<file path="config.mk">
export PLATFORM = sky130hd
export DESIGN_NAME = ble_adv_filter_parser_top
export DESIGN_NICKNAME = d
export VERILOG_FILES = /design/src/bleafp_pkg.sv /design/src/bleafp_in_stage.sv /design/src/bleafp_parse.sv /design/src/bleafp_out_stage.sv /design/src/ble_adv_filter_parser_top.sv
export SDC_FILE = /design/constraint.sdc
export NUM_CORES = 1
export LEC_CHECK = 0
export BUFFER_PORTS_ARGS = -buffer_cell sky130_fd_sc_hd__buf_2
export CORE_MARGIN = 1
export CORE_UTILIZATION = 40
export CTS_CLUSTER_DIAMETER = 200
export CTS_CLUSTER_SIZE = 16
export DETAILED_ROUTE_END_ITERATION = 10
export GPL_TIMING_DRIVEN = 0
export SLEW_MARGIN = 0
export SYNTH_ARGS = -nofsm -noshare
export SYNTH_HDL_FRONTEND = slang
export SYNTH_SLANG_ARGS = --single-unit
</file>
<file path="constraint.sdc">
create_clock -name clk_i -period 3.1 [get_ports clk_i]
set_input_delay 0.31 -clock clk_i [delete_from_list [all_inputs] [get_ports clk_i]]
set_output_delay 0.31 -clock clk_i [all_outputs]
set_load 0.01 [all_outputs]
</file>
<file path="src/bleafp_pkg.sv">
// ----------------------------------------------------------------------------
// bleafp_pkg
// Shared types and constants of the advertising data filter.
// ----------------------------------------------------------------------------
package bleafp_pkg;

  // Structure types that the parser looks at.
  localparam logic [7:0] KIND_MFG       = 8'hff;
  localparam logic [7:0] KIND_APPEAR    = 8'h19;
  localparam logic [7:0] KIND_UUID_INC  = 8'h06;
  localparam logic [7:0] KIND_UUID_CMPL = 8'h07;

  localparam logic [15:0] APPEAR_MASK = 16'hffc0;
  localparam logic [15:0] APPEAR_VAL  = 16'h03c0;

  localparam logic [15:0] COMPANY_ID_RST = 16'd1363;

  // Manufacturer data must open with these bytes after the company id.
  localparam logic [7:0] MFG_PREFIX [4] = '{8'h01, 8'h00, 8'h03, 8'h7e};

  // Target service UUID; list entries carry it byte-reversed.
  localparam logic [7:0] TARGET_UUID [16] = '{
    8'hab, 8'h7d, 8'he9, 8'hbe, 8'h89, 8'hfe, 8'h49, 8'had,
    8'h82, 8'h8f, 8'h11, 8'h8f, 8'h09, 8'hdf, 8'h7f, 8'hd2
  };

  // Structure lengths at which the prefix and the zero run fit completely.
  localparam logic [7:0] LEN_PREFIX_MIN   = 8'd7;
  localparam logic [7:0] LEN_PAIRABLE_MIN = 8'd19;

  typedef struct packed {
    logic [7:0] adv_byte;
    logic       last_byte;
  } item_t;

  // Flags committed by complete structures, maker in the lowest bit.
  typedef struct packed {
    logic service;
    logic appearance;
    logic pairable;
    logic prefix;
    logic maker;
  } flags_t;

  // Result beat, candidate in the lowest bit, padded to a byte.
  typedef struct packed {
    logic [1:0] pad;
    logic       service_hit;
    logic       appearance_hit;
    logic       pairable_seen;
    logic       prefix_seen;
    logic       maker_seen;
    logic       candidate;
  } result_t;

endpackage

</file>
<file path="src/bleafp_in_stage.sv">
// ----------------------------------------------------------------------------
// bleafp_in_stage
// Input register: holds one payload beat until the parser consumes it.
// ----------------------------------------------------------------------------
module bleafp_in_stage (
  input  logic            clk_i,
  input  logic            rst_ni,
  input  logic            push_i,
  input  bleafp_pkg::item_t item_i,
  input  logic            pop_i,
  output logic            valid_o,
  output bleafp_pkg::item_t item_o
);
  import bleafp_pkg::*;

  logic  valid_q, valid_d;
  item_t item_q;

  always_comb begin
    valid_d = valid_q;
    if (pop_i) begin
      valid_d = 1'b0;
    end
    if (push_i) begin
      valid_d = 1'b1;
    end
  end

  always_ff @(posedge clk_i or negedge rst_ni) begin
    if (!rst_ni) begin
      valid_q <= 1'b0;
    end else begin
      valid_q <= valid_d;
    end
  end

  always_ff @(posedge clk_i) begin
    if (push_i) begin
      item_q <= item_i;
    end
  end

  assign valid_o = valid_q;
  assign item_o  = item_q;

endmodule

</file>
<file path="src/bleafp_parse.sv">
// ----------------------------------------------------------------------------
// bleafp_parse
// Length-type-value walker: one payload byte per accepted step, flags
// committed when a structure completes, cleared after the last byte.
// ----------------------------------------------------------------------------
module bleafp_parse (
  input  logic               clk_i,
  input  logic               rst_ni,
  input  logic               step_i,
  input  bleafp_pkg::item_t  item_i,
  input  logic [15:0]        company_id_i,
  output bleafp_pkg::flags_t flags_o
);
  import bleafp_pkg::*;

  logic [7:0] pos_q, pos_d;
  logic [7:0] length_q, length_d;
  logic [7:0] kind_q, kind_d;
  logic       halted_q, halted_d;
  logic [7:0] held_q, held_d;
  logic       maker_q, maker_d;
  logic       prefix_q, prefix_d;
  logic       zeros_q, zeros_d;
  logic       appear_q, appear_d;
  logic       chunk_q, chunk_d;
  logic       service_q, service_d;
  flags_t     flags_q, flags_d, flags_nx;

  logic [7:0] b;
  logic [7:0] k;
  logic [3:0] c;
  logic [1:0] pfx_idx;
  logic       is_uuid;
  logic       now;
  logic       commit;

  assign b       = item_i.adv_byte;
  assign k       = pos_q - 8'd2;
  assign c       = k[3:0];
  assign pfx_idx = k[1:0] - 2'd2;
  assign is_uuid = (kind_q == KIND_UUID_INC) || (kind_q == KIND_UUID_CMPL);
  assign now     = ((c == 4'd0) || chunk_q) && (b == TARGET_UUID[4'd15 - c]);

  always_comb begin
    pos_d     = pos_q;
    length_d  = length_q;
    kind_d    = kind_q;
    halted_d  = halted_q;
    held_d    = held_q;
    maker_d   = maker_q;
    prefix_d  = prefix_q;
    zeros_d   = zeros_q;
    appear_d  = appear_q;
    chunk_d   = chunk_q;
    service_d = service_q;
    flags_nx  = flags_q;
    commit    = 1'b0;

    if (!halted_q) begin
      if (pos_q == 8'd0) begin
        if (b == 8'd0) begin
          halted_d = 1'b1;
        end else begin
          length_d = b;
          pos_d    = 8'd1;
        end
      end else if (pos_q == 8'd1) begin
        // A type-only structure returns to the length byte without a commit.
        kind_d    = b;
        maker_d   = 1'b0;
        prefix_d  = 1'b0;
        zeros_d   = 1'b0;
        appear_d  = 1'b0;
        service_d = 1'b0;
        chunk_d   = 1'b1;
        pos_d     = (length_q == 8'd1) ? 8'd0 : 8'd2;
      end else begin
        if (kind_q == KIND_MFG) begin
          if (k == 8'd0) begin
            held_d = b;
          end else if (k == 8'd1) begin
            maker_d  = ({b, held_q} == company_id_i);
            prefix_d = maker_d;
            zeros_d  = maker_d;
          end else if (maker_q) begin
            if ((k < 8'd6) && (b != MFG_PREFIX[pfx_idx])) begin
              prefix_d = 1'b0;
            end
            if ((k >= 8'd12) && (k < 8'd18) && (b != 8'd0)) begin
              zeros_d = 1'b0;
            end
          end
        end else if (kind_q == KIND_APPEAR) begin
          if (k == 8'd0) begin
            held_d = b;
          end else if (k == 8'd1) begin
            appear_d = (({b, held_q} & APPEAR_MASK) == APPEAR_VAL);
          end
        end else if (is_uuid) begin
          // Each 16-byte chunk is compared on its own; a match latches.
          if (c == 4'd15) begin
            if (now) begin
              service_d = 1'b1;
            end
            chunk_d = 1'b1;
          end else begin
            chunk_d = now;
          end
        end

        if (pos_q >= length_q) begin
          commit = 1'b1;
          pos_d  = 8'd0;
        end else begin
          pos_d = pos_q + 8'd1;
        end
      end
    end

    if (commit) begin
      if (kind_q == KIND_MFG) begin
        if (maker_d) begin
          flags_nx.maker    = 1'b1;
          flags_nx.prefix   = prefix_d && (length_q >= LEN_PREFIX_MIN);
          flags_nx.pairable = flags_nx.prefix && zeros_d &&
                              (length_q >= LEN_PAIRABLE_MIN);
        end
      end else if (kind_q == KIND_APPEAR) begin
        if (appear_d) begin
          flags_nx.appearance = 1'b1;
        end
      end else if (is_uuid) begin
        if (service_d) begin
          flags_nx.service = 1'b1;
        end
      end
    end

    flags_d = flags_nx;

    // The payload ends here: start the next one from scratch.
    if (item_i.last_byte) begin
      pos_d     = 8'd0;
      length_d  = 8'd0;
      kind_d    = 8'd0;
      halted_d  = 1'b0;
      held_d    = 8'd0;
      maker_d   = 1'b0;
      prefix_d  = 1'b0;
      zeros_d   = 1'b0;
      appear_d  = 1'b0;
      chunk_d   = 1'b1;
      service_d = 1'b0;
      flags_d   = '0;
    end
  end

  always_ff @(posedge clk_i or negedge rst_ni) begin
    if (!rst_ni) begin
      pos_q     <= 8'd0;
      length_q  <= 8'd0;
      kind_q    <= 8'd0;
      halted_q  <= 1'b0;
      held_q    <= 8'd0;
      maker_q   <= 1'b0;
      prefix_q  <= 1'b0;
      zeros_q   <= 1'b0;
      appear_q  <= 1'b0;
      chunk_q   <= 1'b1;
      service_q <= 1'b0;
      flags_q   <= '0;
    end else if (step_i) begin
      pos_q     <= pos_d;
      length_q  <= length_d;
      kind_q    <= kind_d;
      halted_q  <= halted_d;
      held_q    <= held_d;
      maker_q   <= maker_d;
      prefix_q  <= prefix_d;
      zeros_q   <= zeros_d;
      appear_q  <= appear_d;
      chunk_q   <= chunk_d;
      service_q <= service_d;
      flags_q   <= flags_d;
    end
  end

  assign flags_o = flags_nx;

endmodule

</file>
<file path="src/bleafp_out_stage.sv">
// ----------------------------------------------------------------------------
// bleafp_out_stage
// Result register: builds the result beat and holds it until taken.
// ----------------------------------------------------------------------------
module bleafp_out_stage (
  input  logic                 clk_i,
  input  logic                 rst_ni,
  input  logic                 load_i,
  input  bleafp_pkg::flags_t   flags_i,
  input  logic                 ready_i,
  output logic                 free_o,
  output logic                 valid_o,
  output bleafp_pkg::result_t  result_o
);
  import bleafp_pkg::*;

  logic    valid_q, valid_d;
  result_t result_q, result_d;

  assign free_o = !valid_q || ready_i;

  always_comb begin
    result_d.pad            = 2'b00;
    result_d.candidate      = flags_i.prefix || flags_i.pairable || flags_i.service ||
                              (flags_i.appearance && flags_i.maker);
    result_d.maker_seen     = flags_i.maker;
    result_d.prefix_seen    = flags_i.prefix;
    result_d.pairable_seen  = flags_i.pairable;
    result_d.appearance_hit = flags_i.appearance;
    result_d.service_hit    = flags_i.service;
    valid_d = load_i ? 1'b1 : (valid_q && !ready_i);
  end

  always_ff @(posedge clk_i or negedge rst_ni) begin
    if (!rst_ni) begin
      valid_q <= 1'b0;
    end else begin
      valid_q <= valid_d;
    end
  end

  always_ff @(posedge clk_i) begin
    if (load_i) begin
      result_q <= result_d;
    end
  end

  assign valid_o  = valid_q;
  assign result_o = result_q;

endmodule

</file>
<file path="src/ble_adv_filter_parser_top.sv">
// ----------------------------------------------------------------------------
// ble_adv_filter_parser_top
// Advertising payload filter: walks length-type-value structures byte by
// byte and reports maker, prefix, pairable, appearance and service matches.
// ----------------------------------------------------------------------------
//  Channel   Direction  Payload
//  s_axis    in         tdata[7:0] adv_byte, tlast last_byte
//  m_axis    out        tdata[0] candidate .. [5] service_hit, one beat per payload
//  cfg       in         cfg_data_i[15:0] company_id
//
//  Throughput is one payload byte per cycle while no last byte waits on a stalled
//  result beat; each result passes the input register, then the result register.
//  Reset clears the parse state and sets company_id to 1363.
//  A stalled result beat only holds back bytes marked last; other bytes keep
//  flowing into the parser unless a last byte waits ahead of them.
module ble_adv_filter_parser_top (
  input  logic        clk_i,
  input  logic        rst_ni,
  input  logic        s_axis_tvalid,
  output logic        s_axis_tready,
  input  logic [7:0]  s_axis_tdata,   // [7:0] adv_byte
  input  logic        s_axis_tlast,   // last_byte
  output logic        m_axis_tvalid,
  input  logic        m_axis_tready,
  output logic [7:0]  m_axis_tdata,   // [0] candidate, [1] maker_seen, [2] prefix_seen,
                                      // [3] pairable_seen, [4] appearance_hit,
                                      // [5] service_hit, [7:6] zero
  input  logic        cfg_valid_i,
  output logic        cfg_ready_o,
  input  logic [15:0] cfg_data_i      // [15:0] company_id
);
  import bleafp_pkg::*;

  logic        in_valid;
  item_t       in_item;
  item_t       s_item;
  logic        out_free;
  logic        step;
  flags_t      flags;
  result_t     result;
  logic [15:0] company_id_q;

  assign s_item.adv_byte  = s_axis_tdata;
  assign s_item.last_byte = s_axis_tlast;

  assign step          = in_valid && (!in_item.last_byte || out_free);
  assign s_axis_tready = !in_valid || step;
  assign cfg_ready_o   = 1'b1;

  always_ff @(posedge clk_i or negedge rst_ni) begin
    if (!rst_ni) begin
      company_id_q <= COMPANY_ID_RST;
    end else if (cfg_valid_i) begin
      company_id_q <= cfg_data_i;
    end
  end

  bleafp_in_stage u_in_stage (
    .clk_i   (clk_i),
    .rst_ni  (rst_ni),
    .push_i  (s_axis_tvalid && s_axis_tready),
    .item_i  (s_item),
    .pop_i   (step),
    .valid_o (in_valid),
    .item_o  (in_item)
  );

  bleafp_parse u_parse (
    .clk_i        (clk_i),
    .rst_ni       (rst_ni),
    .step_i       (step),
    .item_i       (in_item),
    .company_id_i (company_id_q),
    .flags_o      (flags)
  );

  bleafp_out_stage u_out_stage (
    .clk_i    (clk_i),
    .rst_ni   (rst_ni),
    .load_i   (step && in_item.last_byte),
    .flags_i  (flags),
    .ready_i  (m_axis_tready),
    .free_o   (out_free),
    .valid_o  (m_axis_tvalid),
    .result_o (result)
  );

  assign m_axis_tdata = result;

endmodule
</file>
==> impl_table.tex, run 1 <==
\begin{tabular}{lr}
\hline
Metric & Value \\
\hline
\multicolumn{2}{l}{\textbf{Run status}} \\
Status & finished with violations \\
Violated checks & design-rule violations \\
\multicolumn{2}{l}{\textbf{Setup path}} \\
Standard cell with the maximum stage delay on the critical path & or3\_1 \\
Startpoint of the worst-slack reg-to-reg timing path & u\_parse.pos\_q[1]\$\_DFFE\_PN0P\_ \\
Crit. path cell count & 11 \\
Reg2reg end & u\_out\_stage.result\_o[0]\$\_DFFE\_PP\_ \\
Delay-heaviest family, CP & simple AND/OR/NAND/NOR gates \\
Cell mode on critical path & o211ai\_1 \\
Chain of cells forming the critical path & buf\_6 -> clkinvlp\_4 -> buf\_4 -> ha\_2 -> or2\_2 -> a31oi\_2 -> o211ai\_1 -> or3\_1 -> o21ai\_2 -> nand3\_1 -> o211ai\_1 \\
Startpoint Class & flop \\
CP Max Fanout & 10 \\
R2r worst-path depth & 11 \\
Slack of the worst reg-to-reg path & about 0.08 ns \\
Worst Path Arrival & roughly 3.2 ns \\
Slowest stage delay, CP & around 0.5 ns \\
Critical path origin & u\_parse.pos\_q[1]\$\_DFFE\_PN0P\_ \\
Worst Setup Path Type & flop to flop \\
Critical path required time & about 3.3 ns \\
Worst setup EP type & flop \\
Worst Path Buf+Inv & 3 \\
Crit path to & u\_out\_stage.result\_o[0]\$\_DFFE\_PP\_ \\
\multicolumn{2}{l}{\textbf{GRT}} \\
Overall global routing resource usage & between 20\% and 30\% \\
Global-route congestion overflow total & 0 \\
Met1 Resource Use GR & approximately 28\% \\
First-pass GRT wire length & 20000 um \\
Antenna violations before repair & 0 \\
Maximum number of pins on one net before global-route repair & 63 \\
Met2 track demand over resource & 32.2\% \\
Via count of the first global-routing pass & between 3000 and 4000 \\
Top Usage Layer GRT & met2 \\
Global Route met3 Usage & under 10\% \\
\multicolumn{2}{l}{\textbf{Timing}} \\
Post-route worst setup slack & approximately 0.08 ns \\
RSZ-0062 raised after global routing & true \\
Fin crit period & between 3 and 4 ns \\
Final max-slew violation count & 0 \\
Rel. slew slack & a little under a third \\
Actual slew at the worst max-slew pin & just over 1 ns \\
Maximum clock rate & approximately 0.33 GHz \\
Final worst clock skew & 0.00782 ns \\
Final hold viol count & 0 \\
Minimum hold slack & around 0.044 ns \\
Post-route clock period utilization & 97.4\% \\
Final setup violating endpoints & 0 \\
\multicolumn{2}{l}{\textbf{Synthesis}} \\
Ys flop type & dfrtp\_1 \\
Most instantiated cells after synthesis & 55 x dfrtp\_1, 38 x nand2\_1, 35 x mux2\_2, 29 x nor2\_1, 22 x xor2\_1 \\
Biggest area consumer among synthesized cells & dfrtp\_1 \\
Yosys Warn Count & 0 \\
Avg Inst Size Synth & roughly 10 sq um \\
Share of flip-flops with an asynchronous set or reset & roughly four fifths \\
Gate count of the mapped netlist & roughly 470 \\
Number of flops mapped to enable cells by yosys & 15 \\
Dominant cells by area after synthesis & dfrtp\_1 29\%, edfxtp\_1 9.4\%, mux2\_2 8.2\% \\
Yosys top cell area share & roughly 29\% \\
Most numerous cell in the Yosys netlist & dfrtp\_1 \\
Cell area after synthesis & a little under 5000 sq um \\
Part of the Yosys area used for sequential elements & roughly two fifths \\
Post-synthesis sequential element count & 77 \\
Netlist cell types & 74 \\
\multicolumn{2}{l}{\textbf{CTS}} \\
Number of clock buffers inserted by TritonCTS & 9 \\
Clock insertion delay at the later pin of the skew report & between 0.3 and 0.4 ns \\
Hold Buf Count CTS & 0 \\
Clock Sinks & 77 \\
Clock Path Buffers & 2 \\
CTS tree & built \\
H-tree depth reported by CTS & 3 \\
Master cell of the clock root buffer & clkbuf\_16 \\
Clock transition time at the flip-flop clock pins of the worst setup and hold paths & approximately 0.07 ns \\
\multicolumn{2}{l}{\textbf{Min path}} \\
Worst min-delay path category & primary input to async pin \\
\multicolumn{2}{l}{\textbf{Routing}} \\
Number of DRC violations after detailed routing & 6 \\
Drt via density & roughly 5.6 \\
Vias after detailed routing & 3775 \\
Final WL & roughly 12000 um \\
Number of DRC markers in iteration 0 & 190 \\
Detailed-router iteration count before antenna repair & 8 \\
DRT antenna net count & 0 \\
Average wire length per cell after detail routing & $\sim$18 um \\
\multicolumn{2}{l}{\textbf{Die}} \\
Height of the chip & 112 um \\
CORE AREA & between 10000 and 15000 sq um \\
Number of top-level pins & 41 \\
Die X & between 100 and 150 um \\
Initial cell density of the core & about 42\% \\
Std cell rows & 39 \\
DIE AREA & about 12000 sq um \\
\multicolumn{2}{l}{\textbf{Finish}} \\
Fraction of final layout cells with drive strength greater than 1 & between 20 and 30\% \\
Antenna diodes & 0 \\
Count of fill cells added during filler insertion & between 1000 and 1500 \\
Total Nets Final & 574 \\
Area grow syn2layout & 17.4\% \\
Final Instance Count excl. Fillers & around 680 \\
\multicolumn{2}{l}{\textbf{Place}} \\
Setup WS pre-CTS & -0.557 ns \\
IO buf count & 36 \\
Number of placed instances with taps included & roughly 650 \\
Weighted congestion reported at the end of routability-driven placement & between 0.9 and 1 \\
Detailed-placement wirelength estimate & 8880 um \\
\multicolumn{2}{l}{\textbf{Pwr}} \\
Power density cells & roughly 790 nW/um\^{}2 \\
Static leakage & about 2.4 nW \\
Largest voltage drop on the vdd net & roughly 400 uV \\
\multicolumn{2}{l}{\textbf{Run}} \\
MaxCap Viol Count & 0 \\
\hline
\end{tabular}
==> per-layer routing <==
layer  part of all wire (%)  vias up
met5                      0        -
met4                    2.4        0
met3                    6.1       18
met2                     46      118
met1                     45     1824
li1                       -     1815
==> kinds of logic (layout without fill, tap and decap cells) <==
logic type	count (synthesis)	count (layout)	synth area share [%]
AND/OR/NAND/NOR	169	169	19.5
AO/OA/AOI/OAI	80	80	12.3
flip-flops	77	77	41.8
buffers and inverters	46	105	4.37
multiplexers	42	42	9.65
XOR/XNOR	39	39	7.73
adder cells (fa/ha/maj)	17	17	4.42
other	2	3	0.156
==> timing repair <==
action / in CTS / in global routing
gates cloned: 0 / 0
resized for setup: 15 / 11
pin swaps: 2 / 1
endpoints found under the setup margin: 29 / 8
setup buffers: 6 / 2
==> sequential cells by signal (all words and copies together) (netlist names), 5 cells and up <==
name and flops:
u_parse.held_q 8, u_parse.length_q 8, u_parse.pos_q 8, u_out_stage.result_o 6, u_in_stage.item_o 9, company_id_q 16, u_parse.flags_q 5, u_parse.kind_q 8
==> how the worst min path moves through the flow <==
stage	end	slack (ns)	cells after the start
6_report	u_parse.kind_q[0]$_DFFE_PN0P_	0.04	1
3_3_place_gp	u_parse.flags_q[0]$_DFFE_PN0P_	0.48	1
2_1_floorplan	company_id_q[11]$_DFFE_PN0P_	0.01	0
3_5_place_dp	u_parse.flags_q[0]$_DFFE_PN0P_	0.48	1
4_1_cts	u_in_stage.item_o[0]$_DFFE_PP_	0.13	1
5_1_grt	u_parse.kind_q[0]$_DFFE_PN0P_	0.11	1
==> power by group <==
part	switching, mW	internal (mW)	leakage, nW
clock	0.465	0.611	0.149
combinational	1.15	0.904	1.36
sequential	0.127	1.22	0.928
total	1.74	2.73	2.44
==> area by class of cell <==
| class | instances | area [sq um] | area share [%] |
|---|---|---|---|
| multi-input cells | 350 | 2670 | 47.3 |
| clock inverters | 6 | 56.3 | 0.998 |
| repair buffers | 44 | 243 | 4.30 |
| well taps | 143 | 179 | 3.17 |
| flip-flops and latches | 77 | 2010 | 35.7 |
| inverters | 20 | 82.6 | 1.46 |
| plain buffers | 25 | 151 | 2.68 |
| clock buffers | 10 | 250 | 4.43 |
==> layout by cell type (no fill, tap or decap), types with 5 or more instances in the layout <==
master / n
xnor2_1: 13
nor3_1: 7
nor4_1: 10
buf_2: 37
edfxtp_1: 15
mux2_2: 35
mux2i_1: 7
a21oi_1: 8
a31oi_1: 6
nand3_1: 17
nand2_1: 38
or3_1: 7
xor2_1: 22
ha_1: 16
nand4_1: 9
clkbuf_16: 10
dfrtp_1: 53
nand2b_1: 7
buf_4: 14
clkbuf_1: 11
o21a_1: 6
dfstp_2: 7
nor2_1: 29
and2_1: 5
inv_1: 18
nor2b_1: 10
o21ai_0: 16
==> stage by stage <==
stage / util (%) / cell area, sq um / setup TNS [ns] / total power [mW]
after floorplan: - / 4810 / 0 / 2.76
after global placement: 44.7 / 5170 / -3.23 / 3.17
after detailed placement: 44.7 / 5170 / -3.11 / 3.20
after CTS: 48.3 / 5590 / 0 / 4.43
after global routing: 48.8 / 5640 / -0.114 / 4.76
final: 48.8 / 5640 / 0 / 4.47
Note: power is estimated with default switching activity, not from simulation.
==> run 2, diff against run 1 <==
- ABC_AREA: default -> 1
==> impl_table.tex, run 2 <==
\begin{tabular}{lr}
\hline
Metric & Value \\
\hline
\multicolumn{2}{l}{\textbf{Die}} \\
Die X & 110 um \\
Std cell rows & 39 \\
Height of the chip & approximately 110 um \\
DIE AREA & approximately 12000 sq um \\
Initial cell density of the core & 41.2\% \\
Number of top-level pins & 41 \\
CORE AREA & roughly 11000 sq um \\
\multicolumn{2}{l}{\textbf{Timing}} \\
Final hold viol count & 0 \\
Final worst clock skew & about 0.0090 ns \\
Actual slew at the worst max-slew pin & 0.845 ns \\
Accumulated negative setup slack & 0 ns \\
Rel. slew slack & between 40\% and 50\% \\
Post-route clock period utilization & around 90\% \\
Minimum hold slack & between 0.04 and 0.05 ns \\
Fin crit period & 2.82 ns \\
Final setup violating endpoints & 0 \\
Maximum clock rate & roughly 0.35 GHz \\
Final max-slew violation count & 0 \\
\multicolumn{2}{l}{\textbf{Setup path}} \\
R2r worst-path depth & 14 \\
Slack of the worst reg-to-reg path & 0.28 ns \\
Worst Setup Path Type & flop to flop \\
Worst setup EP type & flop \\
Worst Path Arrival & 2.91 ns \\
Startpoint Class & flop \\
Critical path origin & u\_parse.pos\_q[1]\$\_DFFE\_PN0P\_ \\
Startpoint of the worst-slack reg-to-reg timing path & u\_parse.pos\_q[1]\$\_DFFE\_PN0P\_ \\
Reg2reg end & u\_out\_stage.result\_o[0]\$\_DFFE\_PP\_ \\
CP Max Fanout & 9 \\
Critical path required time & $\sim$3.2 ns \\
\multicolumn{2}{l}{\textbf{Synthesis}} \\
Post-synthesis sequential element count & between 70 and 80 \\
Avg Inst Size Synth & $\sim$7.4 sq um \\
Yosys top cell area share & between 20\% and 30\% \\
Dominant cells by area after synthesis & dfrtp\_1 29\%, nand2\_1 14\%, edfxtp\_1 9.6\% \\
Most numerous cell in the Yosys netlist & nand2\_1 \\
Gate count of the mapped netlist & about 640 \\
Share of flip-flops with an asynchronous set or reset & $\sim$81\% \\
Netlist cell types & 44 \\
Number of flops mapped to enable cells by yosys & 15 \\
Biggest area consumer among synthesized cells & dfrtp\_1 \\
Most instantiated cells after synthesis & 171 x nand2\_1, 91 x inv\_1, 61 x o21ai\_0, 59 x nor2\_1, 55 x dfrtp\_1 \\
Part of the Yosys area used for sequential elements & a little over two fifths \\
Ys flop type & dfrtp\_1 \\
Cell area after synthesis & 4700 sq um \\
Yosys Warn Count & 0 \\
\multicolumn{2}{l}{\textbf{GRT}} \\
Maximum number of pins on one net before global-route repair & between 60 and 70 \\
Via count of the first global-routing pass & $\sim$4000 \\
Global Route met3 Usage & under 10\% \\
Met2 track demand over resource & 33.8\% \\
Antenna violations before repair & 0 \\
First-pass GRT wire length & roughly 20000 um \\
Global-route congestion overflow total & 0 \\
Met1 Resource Use GR & 30.6\% \\
Top Usage Layer GRT & met2 \\
Overall global routing resource usage & 21.9\% \\
\multicolumn{2}{l}{\textbf{Run}} \\
MaxCap Viol Count & 0 \\
\multicolumn{2}{l}{\textbf{Finish}} \\
Count of fill cells added during filler insertion & $\sim$1200 \\
Largest register by flop count & company\_id\_q \\
Total Nets Final & 739 \\
Multi-input gate area in the final layout & around 2300 sq um \\
Antenna diodes & 0 \\
Highest-count cells in the layout ignoring fill and taps & 170 x nand2\_1, 89 x inv\_1, 61 x o21ai\_0 \\
Fraction of final layout cells with drive strength greater than 1 & 16.2\% \\
Commonest non-fill, non-tap cell in the layout & nand2\_1 \\
Area grow syn2layout & 15.1\% \\
Register area & 2010 sq um \\
Number of flip-flops in the largest register & 16 \\
\multicolumn{2}{l}{\textbf{Pwr}} \\
Power density cells & about 710 nW/um\^{}2 \\
Cell-internal power & 2.29 mW \\
Fraction of power spent switching nets & between 40\% and 50\% \\
Clock network power share & between 20\% and 30\% \\
Static leakage & around 2.6 nW \\
Sequential Power Share & about a third \\
Comb power frac & $\sim$41\% \\
Largest voltage drop on the vdd net & 370 uV \\
Net load switching power & $\sim$1.5 mW \\
\multicolumn{2}{l}{\textbf{Min path}} \\
Worst min-delay path category & primary input to async pin \\
\multicolumn{2}{l}{\textbf{Routing}} \\
Vias after detailed routing & between 4000 and 5000 \\
Average wire length per cell after detail routing & around 14 um \\
Drt via density & between 4 and 5 \\
Number of DRC violations after detailed routing & 0 \\
Final WL & 12000 um \\
Number of DRC markers in iteration 0 & approximately 220 \\
Detailed-router iteration count before antenna repair & 5 \\
DRT antenna net count & 0 \\
\multicolumn{2}{l}{\textbf{CTS}} \\
H-tree depth reported by CTS & 3 \\
CTS tree & built \\
Clock transition time at the flip-flop clock pins of the worst setup and hold paths & around 0.06 ns \\
Number of clock buffers inserted by TritonCTS & 9 \\
Clock Path Buffers & 2 \\
Master cell of the clock root buffer & clkbuf\_16 \\
Clock insertion delay at the later pin of the skew report & 0.34 ns \\
Hold Buf Count CTS & 0 \\
Clock Sinks & a little under 80 \\
\multicolumn{2}{l}{\textbf{Place}} \\
Weighted congestion reported at the end of routability-driven placement & roughly 0.92 \\
Detailed-placement wirelength estimate & roughly 9000 um \\
IO buf count & 37 \\
\multicolumn{2}{l}{\textbf{Run status}} \\
Status & completed \\
\hline
\end{tabular}
run 2: cell count changes in the layout (fill, tap and decap cells not counted), sizes merged, moves of 19 or more:
| cell | previous run | this run |
|---|---|---|
| a21oi | 9 | 28 |
| inv | 23 | 95 |
| mux2 | 35 | 3 |
| nand2 | 38 | 180 |
| nor2 | 29 | 68 |
| o21ai | 22 | 65 |
| xor2 | 23 | 3 |
run 2: repair_timing:
action | in CTS | in global routing
gates resized for setup | 1 | 10
buffers inserted | 0 | 8
endpoints found under the setup margin | 1 | 26
cloned | 0 | 0
run 2: worst max path at each step:
stage / to / slack [ns] / cells after the start
2_1_floorplan: u_out_stage.result_o[0]$_DFFE_PP_ / 0.64 / 18
3_5_place_dp: u_out_stage.result_o[0]$_DFFE_PP_ / -0.02 / 18
5_1_grt: u_out_stage.result_o[0]$_DFFE_PP_ / -0.006 / 18
6_report: u_out_stage.result_o[0]$_DFFE_PP_ / 0.28 / 14
4_1_cts: u_out_stage.result_o[0]$_DFFE_PP_ / 0.06 / 17
3_3_place_gp: u_out_stage.result_o[0]$_DFFE_PP_ / -0.06 / 18
run 2: cells by family (layout without fill, tap and decap cells):
| family | count (synthesis) | count (layout) | share of synthesized area [%] |
|---|---|---|---|
| AND/OR/NAND/NOR | 309 | 309 | 28.5 |
| XOR/XNOR | 4 | 4 | 0.746 |
| flip-flops | 77 | 77 | 42.8 |
| multiplexers | 3 | 3 | 0.719 |
| buffers and inverters | 112 | 173 | 9.45 |
| adder cells (fa/ha/maj) | 17 | 17 | 4.53 |
| other | 2 | 3 | 0.160 |
| AO/OA/AOI/OAI | 111 | 111 | 13.2 |
run 2: critical path, stage by stage, from the launching register on:
cell and delay, ns:
dfrtp_2 0.46, clkinvlp_4 0.20, ha_1 0.31, buf_2 0.21, nand2_1 0.11, nor2_2 0.25, nand3_2 0.15, nor2_1 0.19
nand2_1 0.08, nand2_1 0.09, inv_1 0.06, a21oi_2 0.16, nor2_1 0.09, nor2_2 0.13, nand3_1 0.09
run 2: power by group through the flow:
| stage | logic (mW) | clock network [mW] | registers, mW |
|---|---|---|---|
| finish | 1.55 | 0.930 | 1.35 |
| global route | 1.76 | 1.01 | 1.37 |
| CTS | 1.42 | 0.956 | 1.35 |
| detailed placement | 1.41 | 0 | 1.37 |
| global placement | 1.39 | 0 | 1.36 |
| floorplan | 1.06 | 0 | 1.33 |
run 2: cell type report:
| cell class | count | share of cell area [%] |
|---|---|---|
| buffer | 15 | 1.55 |
| sequential | 77 | 37.2 |
| tap | 143 | 3.31 |
| timing repair buffer | 45 | 4.58 |
| clock buffer | 13 | 4.44 |
| clock inverter | 3 | 0.278 |
| inverter | 97 | 6.87 |
| multi-input combinational | 447 | 41.8 |
run 2: metal layers:
layer | part of all wire [%] | wire (um) | vias to the layer above
li1 | - | - | 2163
met1 | 50 | 5960 | 1921
met2 | 44 | 5320 | 81
met3 | 3.3 | 398 | 18
met4 | 2.5 | 295 | 0
met5 | 0 | 0 | -
run 2: per-stage QoR:
| step | util, % | cells | worst slack, ns | area, sq um | total power, mW |
|---|---|---|---|---|---|
| global placement | 44.4 | 816 | -0.0620 | 5070 | 2.75 |
| global route | 47.4 | 840 | -0.00576 | 5410 | 4.14 |
| floorplan | - | 636 | 0.640 | 4700 | 2.39 |
| CTS | 46.6 | 832 | 0.0577 | 5330 | 3.73 |
| finish | 47.4 | 840 | 0.277 | 5410 | 3.83 |
| detailed placement | 44.4 | 816 | -0.0202 | 5070 | 2.78 |
==> run 3, diff against run 2 <==
- CTS_BUF_LIST: default -> sky130_fd_sc_hd__clkbuf_2 sky130_fd_sc_hd__clkbuf_4 sky130_fd_sc_hd__clkbuf_8
- REMOVE_ABC_BUFFERS: default -> 1
==> impl_table.tex, run 3 (synthesis gave the netlist of run 2 again) <==
\begin{tabular}{lr}
\hline
Metric & Value \\
\hline
\multicolumn{2}{l}{\textbf{CTS}} \\
H-tree depth reported by CTS & 3 \\
Clock Path Buffers & 2 \\
Number of clock buffers inserted by TritonCTS & 9 \\
Clock insertion delay at the later pin of the skew report & 0.37 ns \\
Master cell of the clock root buffer & clkbuf\_8 \\
Clock Sinks & between 70 and 80 \\
CTS tree & built \\
Clock transition time at the flip-flop clock pins of the worst setup and hold paths & $\sim$0.09 ns \\
\multicolumn{2}{l}{\textbf{GRT}} \\
First-pass GRT wire length & $\sim$19000 um \\
Antenna violations before repair & 0 \\
Global-route congestion overflow total & 0 \\
Via count of the first global-routing pass & 3903 \\
Overall global routing resource usage & $\sim$20\% \\
Maximum number of pins on one net before global-route repair & 63 \\
\multicolumn{2}{l}{\textbf{Finish}} \\
Area grow syn2layout & 11.7\% \\
Multi-input gate area in the final layout & 2260 sq um \\
Register area & around 2000 sq um \\
Fraction of final layout cells with drive strength greater than 1 & about 16\% \\
Total Nets Final & between 700 and 800 \\
Final std cell area, no fill & between 5000 and 6000 sq um \\
Count of fill cells added during filler insertion & about 1200 \\
Antenna diodes & 0 \\
Largest register by flop count & company\_id\_q \\
Commonest non-fill, non-tap cell in the layout & nand2\_1 \\
Highest-count cells in the layout ignoring fill and taps & 170 x nand2\_1, 90 x inv\_1, 61 x o21ai\_0 \\
Post-Route Utilization & between 40\% and 50\% \\
Number of flip-flops in the largest register & 16 \\
\multicolumn{2}{l}{\textbf{Routing}} \\
Number of DRC markers in iteration 0 & about 250 \\
Average wire length per cell after detail routing & 14.1 um \\
Detailed-router iteration count before antenna repair & 4 \\
Vias after detailed routing & between 4000 and 5000 \\
Final WL & 11600 um \\
Drt via density & slightly above 5 \\
DRT antenna net count & 0 \\
Number of DRC violations after detailed routing & 0 \\
\multicolumn{2}{l}{\textbf{Place}} \\
Area after DPL & 4990 sq um \\
Weighted congestion reported at the end of routability-driven placement & 0.948 \\
Setup WS pre-CTS & -0.128 ns \\
IO buf count & 37 \\
Detailed-placement wirelength estimate & approximately 8600 um \\
\multicolumn{2}{l}{\textbf{Setup path}} \\
Critical path required time & 3.22 ns \\
Startpoint Class & flop \\
Worst setup EP type & flop \\
Cell mode on critical path & nand2\_1 \\
Worst Path Buf+Inv & 5 \\
Reg2reg end & u\_out\_stage.result\_o[0]\$\_DFFE\_PP\_ \\
R2r worst-path depth & 17 \\
Standard cell with the maximum stage delay on the critical path & dfrtp\_1 \\
Worst Path Arrival & slightly above 3 ns \\
Delay-heaviest family, CP & simple AND/OR/NAND/NOR gates \\
Slack of the worst reg-to-reg path & approximately 0.18 ns \\
Chain of cells forming the critical path & inv\_1 -> ha\_2 -> nand2\_1 -> inv\_1 -> nand2\_1 -> inv\_1 -> nand3\_1 -> nand2\_1 -> inv\_2 -> nand2\_1 -> nand2\_1 -> nand2\_2 -> nand3\_1 -> nand2\_1 -> inv\_1 -> nor2\_2 -> nand3\_1 \\
CP Max Fanout & 10 \\
Worst Setup Path Type & flop to flop \\
Slowest stage delay, CP & a little under 0.6 ns \\
Startpoint of the worst-slack reg-to-reg timing path & u\_parse.pos\_q[2]\$\_DFFE\_PN0P\_ \\
\multicolumn{2}{l}{\textbf{Pwr}} \\
Power density cells & approximately 700 nW/um\^{}2 \\
Largest voltage drop on the vdd net & between 300 and 400 uV \\
Static leakage & between 2 and 3 nW \\
\multicolumn{2}{l}{\textbf{Timing}} \\
Post-route worst setup slack & around 0.18 ns \\
Final max-slew violation count & 0 \\
Rel. slew slack & 40.3\% \\
Actual slew at the worst max-slew pin & about 0.89 ns \\
Maximum clock rate & around 0.34 GHz \\
Final setup violating endpoints & 0 \\
Final hold viol count & 0 \\
Final worst clock skew & about 0.012 ns \\
Fin crit period & approximately 2.9 ns \\
Post-route clock period utilization & between 90\% and 100\% \\
\multicolumn{2}{l}{\textbf{Run status}} \\
Status & completed \\
\multicolumn{2}{l}{\textbf{Die}} \\
Height of the chip & approximately 110 um \\
Number of top-level pins & 41 \\
CORE AREA & 11400 sq um \\
DIE AREA & about 12000 sq um \\
Initial cell density of the core & approximately two fifths \\
Std cell rows & 39 \\
Die X & roughly 110 um \\
\multicolumn{2}{l}{\textbf{Run}} \\
MaxCap Viol Count & 0 \\
\multicolumn{2}{l}{\textbf{Min path}} \\
Worst min-delay path category & primary input to async pin \\
\hline
\end{tabular}
## run 3: cell count changes in the layout (fill, tap and decap cells not counted), sizes merged
cell and change:
clkbuf -8, buf -10, inv +2, clkinv -1, clkinvlp -1, bufinv +1
## run 3: worst max path at each step
stage                                 start                           endpoint  slack (ns)  depth (start not counted)
3_3_place_gp   u_parse.pos_q[1]$_DFFE_PN0P_  u_out_stage.result_o[0]$_DFFE_PP_       -0.07                         17
3_5_place_dp   u_parse.pos_q[1]$_DFFE_PN0P_  u_out_stage.result_o[0]$_DFFE_PP_       -0.13                         17
6_report       u_parse.pos_q[2]$_DFFE_PN0P_  u_out_stage.result_o[0]$_DFFE_PP_        0.18                         17
2_1_floorplan  u_parse.pos_q[1]$_DFFE_PN0P_  u_out_stage.result_o[0]$_DFFE_PP_        0.59                         18
4_1_cts        u_parse.pos_q[1]$_DFFE_PN0P_  u_out_stage.result_o[0]$_DFFE_PP_        0.09                         17
5_1_grt        u_parse.pos_q[2]$_DFFE_PN0P_  u_out_stage.result_o[0]$_DFFE_PP_      -0.001                         17
## run 3: what timing repair did
| action | CTS | global route |
|---|---|---|
| buffers inserted | 0 | 6 |
| hold buffers | 0 | 0 |
| resized for setup | 2 | 4 |
| setup endpoints to repair | 2 | 7 |
## run 3: cell type report
cell class	count	share of cell area, %
Sequential cell	77	38.4
Clock buffer	12	2.91
Tap cell	143	3.41
Timing Repair Buffer	43	4.43
Multi-Input combinational cell	447	43.0
Inverter	97	7.01
Clock inverter	4	0.882
## run 3: metal layers
metal	vias to the layer above	part of all wire (%)	global-route usage, %
li1	2123	-	-
met1	1963	49	27.2
met2	88	45	33.1
met3	20	3.4	3.88
met4	0	2.5	8.65
met5	-	0	0
## run 3: through the flow
stage               hold WS, ns  cells  TNS [ns]  total power, mW
global route             0.0802    823  -0.00121             3.89
detailed placement        0.461    801    -0.205             2.74
CTS                      0.0569    817         0             3.55
global placement          0.462    801   -0.0966             2.71
floorplan                0.0144    621         0             2.36
finish                   0.0105    823         0             3.61
## run 3: power by group
group          internal (mW)  leakage [nW]  switching (mW)
Combinational          0.488          1.49           0.963
Sequential              1.22         0.935           0.147
Clock                  0.410         0.108           0.383
